<file path="config.mk">
export PLATFORM = sky130hd
export DESIGN_NAME = ati_ram
export DESIGN_NICKNAME = d
export VERILOG_FILES = /design/src/hdl/airfoil_table_interpolator_core_assert.svh /design/src/hdl/ati_ram.sv
export SDC_FILE = /design/constraint.sdc
export NUM_CORES = 2
export LEC_CHECK = 0
export ABC_CLOCK_PERIOD_IN_PS = 7460
export BUFFER_PORTS_ARGS = -buffer_cell sky130_fd_sc_hd__buf_2
export CORE_AREA = 2 2 608 610
export CTS_CLUSTER_DIAMETER = 120
export DETAILED_ROUTE_END_ITERATION = 6
export DIE_AREA = 0 0 610 612
export PLACE_DENSITY = 0.58
export SLEW_MARGIN = 10
export SYNTH_ARGS = -nofsm -noshare
export SYNTH_HDL_FRONTEND = slang
export SYNTH_SLANG_ARGS = --single-unit
</file>
<file path="constraint.sdc">
create_clock -name aclk -period 7.46 [get_ports aclk]
set_input_delay 1.492 -clock aclk [delete_from_list [all_inputs] [get_ports aclk]]
set_output_delay 1.492 -clock aclk [all_outputs]
set_load 0.01 [all_outputs]
</file>
<file path="src/hdl/airfoil_table_interpolator_core_assert.svh">
// ----------------------------------------------------------------------------
// airfoil table interpolator assertion macros
// clocked, reset-qualified same-cycle and next-cycle implication checks
// ----------------------------------------------------------------------------
`ifndef AIRFOIL_TABLE_INTERPOLATOR_CORE_ASSERT_SVH
`define AIRFOIL_TABLE_INTERPOLATOR_CORE_ASSERT_SVH

// same-cycle implication
`define ATI_ASSERT_NOW(label, clk, rstn, ante, cons, msg) \
    label: assert property (@(posedge clk) disable iff (!(rstn)) (ante) |-> (cons)) \
        else $error(msg);

// next-cycle implication
`define ATI_ASSERT_NEXT(label, clk, rstn, ante, cons, msg) \
    label: assert property (@(posedge clk) disable iff (!(rstn)) (ante) |=> (cons)) \
        else $error(msg);

`endif

</file>
<file path="src/hdl/ati_ram.sv">
// ----------------------------------------------------------------------------
// ati_ram
// generic single-write single-read ram with registered read data
// ----------------------------------------------------------------------------
module ati_ram #(
    parameter int WIDTH = 48,
    parameter int DEPTH = 64
) (
    input  logic                             aclk,
    input  logic                             wr_en,
    input  logic [$clog2(DEPTH)-1:0]         wr_addr,
    input  logic [WIDTH-1:0]                 wr_data,
    input  logic [$clog2(DEPTH)-1:0]         rd_addr,
    output logic [WIDTH-1:0]                 rd_data
);

    logic [WIDTH-1:0] mem_reg [DEPTH];
    logic [WIDTH-1:0] rd_data_reg;

    always_ff @(posedge aclk) begin
        if (wr_en) begin
            mem_reg[wr_addr] <= wr_data;
        end
        rd_data_reg <= mem_reg[rd_addr];
    end

    assign rd_data = rd_data_reg;

endmodule

</file>
==> results.yml <==
die:
  die_w_um: 610
  ios: 110
  core_um2: 367000
  rows: 223
  die_y_um: 612
  dieArea_um2: 373000
  start_util: 0.319
yosys:
  synth_edf_count: 3072
  synth_nets: 5032
  synthTopCellsByArea: "edfxtp_1 79%, mux4_2 14%, dfxtp_1 0.82%"
  async_flop_share: 0
  avgSynthCellArea_um2: 23.6
  synth_area_um2: 117000
  ys_seq_area_frac: 0.796
  synth_seq_cells: 3120
  yosysWarnings: 0
  ys_types: 36
  yosysTopAreaCellShare: 0.788
  yosys.area.top_type: "edfxtp_1"
  synth_ff_type: "edfxtp_1"
  syn_inst: 4970
clock_network:
  clk_pin_slew_worst_paths_ps: 70
  root_buffer: "clkbuf_16"
  clock-sinks: 3120
  clockBufferDepth: 4
  post_cts_buffers: 0
  hold_buffers: 0
  cts_made_buffers: 306
  post_cts_resized: 0
  cts_tree: "done"
  htree_levels: 5
  clk_latency_ps: 880
placed_design:
  place.gp.congestion: 0.777
  placed_area_um2: 124000
  dpl.hpwl_mm: 173
  io_buffer_count: 109
timing:
  clock.fmax_ghz: 0.237
  worstMarginPinSlew_ps: 1290
  setup_viol: 0
  fin_crit_sh: 0.566
  relSlewSlack: 0.139
  finalHoldViolations: 0
  fin_crit_ps: 4220
  finalClockSkew_ps: 79.0
  report.final.slew_viol_count: 0
  rsz0062_at_grt: "no"
  fin_setup_tns_ps: 0
outcome:
  outcome: "completed"
routing:
  wl_per_cell_um: 30.9
  drt_iter0_drc: 6972
  dr.pass1.iters: 6
  vias_per_cell: 5.39
  drc: 0
  drt-total-wl_mm: 320
  via_count: 55699
  ant_nets: 0
finish:
  largest_reg_flops: 3072
  drive_above_1_share: 0.280
  final_cell_mix: "3072 x edfxtp_1, 754 x mux4_2, 311 x clkbuf_16"
  nFillCells: 33024
  nets: 5318
  final_common_cell: "edfxtp_1"
  final_util: 0.365
  area_delta_synth_final_pct: 14.5
  design_area_um2: 134000
critical_path:
  r2r_setup_slack_ps: 4980
  reg2reg_from: "mem_reg[27][6]"
  worstRegToRegCells: 4
  cp-start-kind: "input pin"
  arrival_ps: 4890
  crit_start: "rd_addr[1]"
  worstPathRequired_ps: 8130
  cp-end-kind: "flip-flop"
  endpoint: "rd_data[6]"
  reg2reg_to: "rd_data[6]"
  crit_fanout: 138
  crit_type: "in -> reg"
power:
  p_int_mw: 28.8
  swShare: 0.211
  p_switching_mw: 7.70
  pwr-share-seq: 0.535
  pwr_density_cell_nw_per_um2: 272
  p_leak_nw: 40.8
  irDropWorstVdd_v: 0.000206
  power_frac_comb: 0.046
  clkPwrFrac: 0.419
grt:
  grt_antenna_before_repair: 41
  overflow: 0
  grt_pass1_vias: 55800
  grt_pass1_wl_mm: 446
  grt_max_degree: 139
  globalRouteTotalUtil: 0.168
worst_hold_path:
  hp-start: "mem_reg[46][30]"
  min_path_type: "reg -> reg"
flow_run:
  cap_violations: 0
-- worst min path at each step --
stage,endpoint,slack [ps],depth (start not counted)
after floorplan,rd_data[13],710,4
after global placement,rd_data[13],810,4
after detailed placement,rd_data[4],810,4
after CTS,rd_data[30],800,5
after global routing,rd_data[30],840,5
final,rd_data[30],820,5
-- cell families after synthesis --
kind of cell | share of synthesized area
muxes | 0.152
buffers and inverters | 0.0128
DFF | 0.796
and+or+nand+nor | 0.00957
AOI/OAI and AO/OA | 0.0302
-- metal layers --
metal | part of all wire | up-vias | wire length (um) | GRT usage
met5 | 0.00015 | - | 48 | 0
met4 | 0.025 | 8 | 8130 | 0.0417
met3 | 0.081 | 456 | 25800 | 0.0316
met2 | 0.49 | 2492 | 155000 | 0.277
met1 | 0.41 | 30622 | 131000 | 0.231
li1 | - | 22121 | - | -
-- worst max-delay path, stage by stage --
cell and delay [ps]:
buf_8 560, buf_12 670, mux4_2 410, a22o_1 270
a221oi_1 970, a221oi_1 220
-- cell type report --
class                   count  area, um2  share of cell area
multi-input cells        1568      22900               0.171
flip-flops and latches   3120      93200               0.695
repair buffers            260       2130              0.0159
diodes                      7       17.5            0.000131
clock buffers             402       8300              0.0619
well taps                4837       6050              0.0451
clock inverters           142       1450              0.0108
-- stage by stage --
stage / hold WS, ps / total power, mW / setup WS [ps] / std cells
floorplan: 710 / 20.8 / 1680 / 4970
global placement: 814 / 21.6 / 2410 / 9783
detailed placement: 812 / 21.6 / 2380 / 9783
CTS: 797 / 36.8 / 3320 / 10327
global route: 842 / 37.5 / 3160 / 10329
finish: 823 / 36.5 / 3240 / 10336
-- Yosys cell counts (12+ instances only) --
master	instances
a211oi_1	32
a21oi_1	74
a221oi_1	83
a22o_1	57
a22oi_1	72
buf_1	12
buf_2	98
buf_4	62
clkbuf_1	98
dfxtp_1	48
edfxtp_1	3072
mux2_2	12
mux2i_1	63
mux4_2	754
nand2_1	55
nor2_1	132
nor2b_1	24
o221ai_1	28
o22ai_1	122
-- power groups by stage --
stage          combinational, mW  sequential [mW]  clock (mW)
2_1_floorplan              0.927             19.8           0
3_3_place_gp                1.67             19.9           0
3_5_place_dp                1.70             19.9           0
4_1_cts                     1.70             19.5        15.6
5_1_grt                     1.80             19.5        16.2
6_report                    1.69             19.5        15.3
No activity file was read; power rests on OpenSTA's default activity.
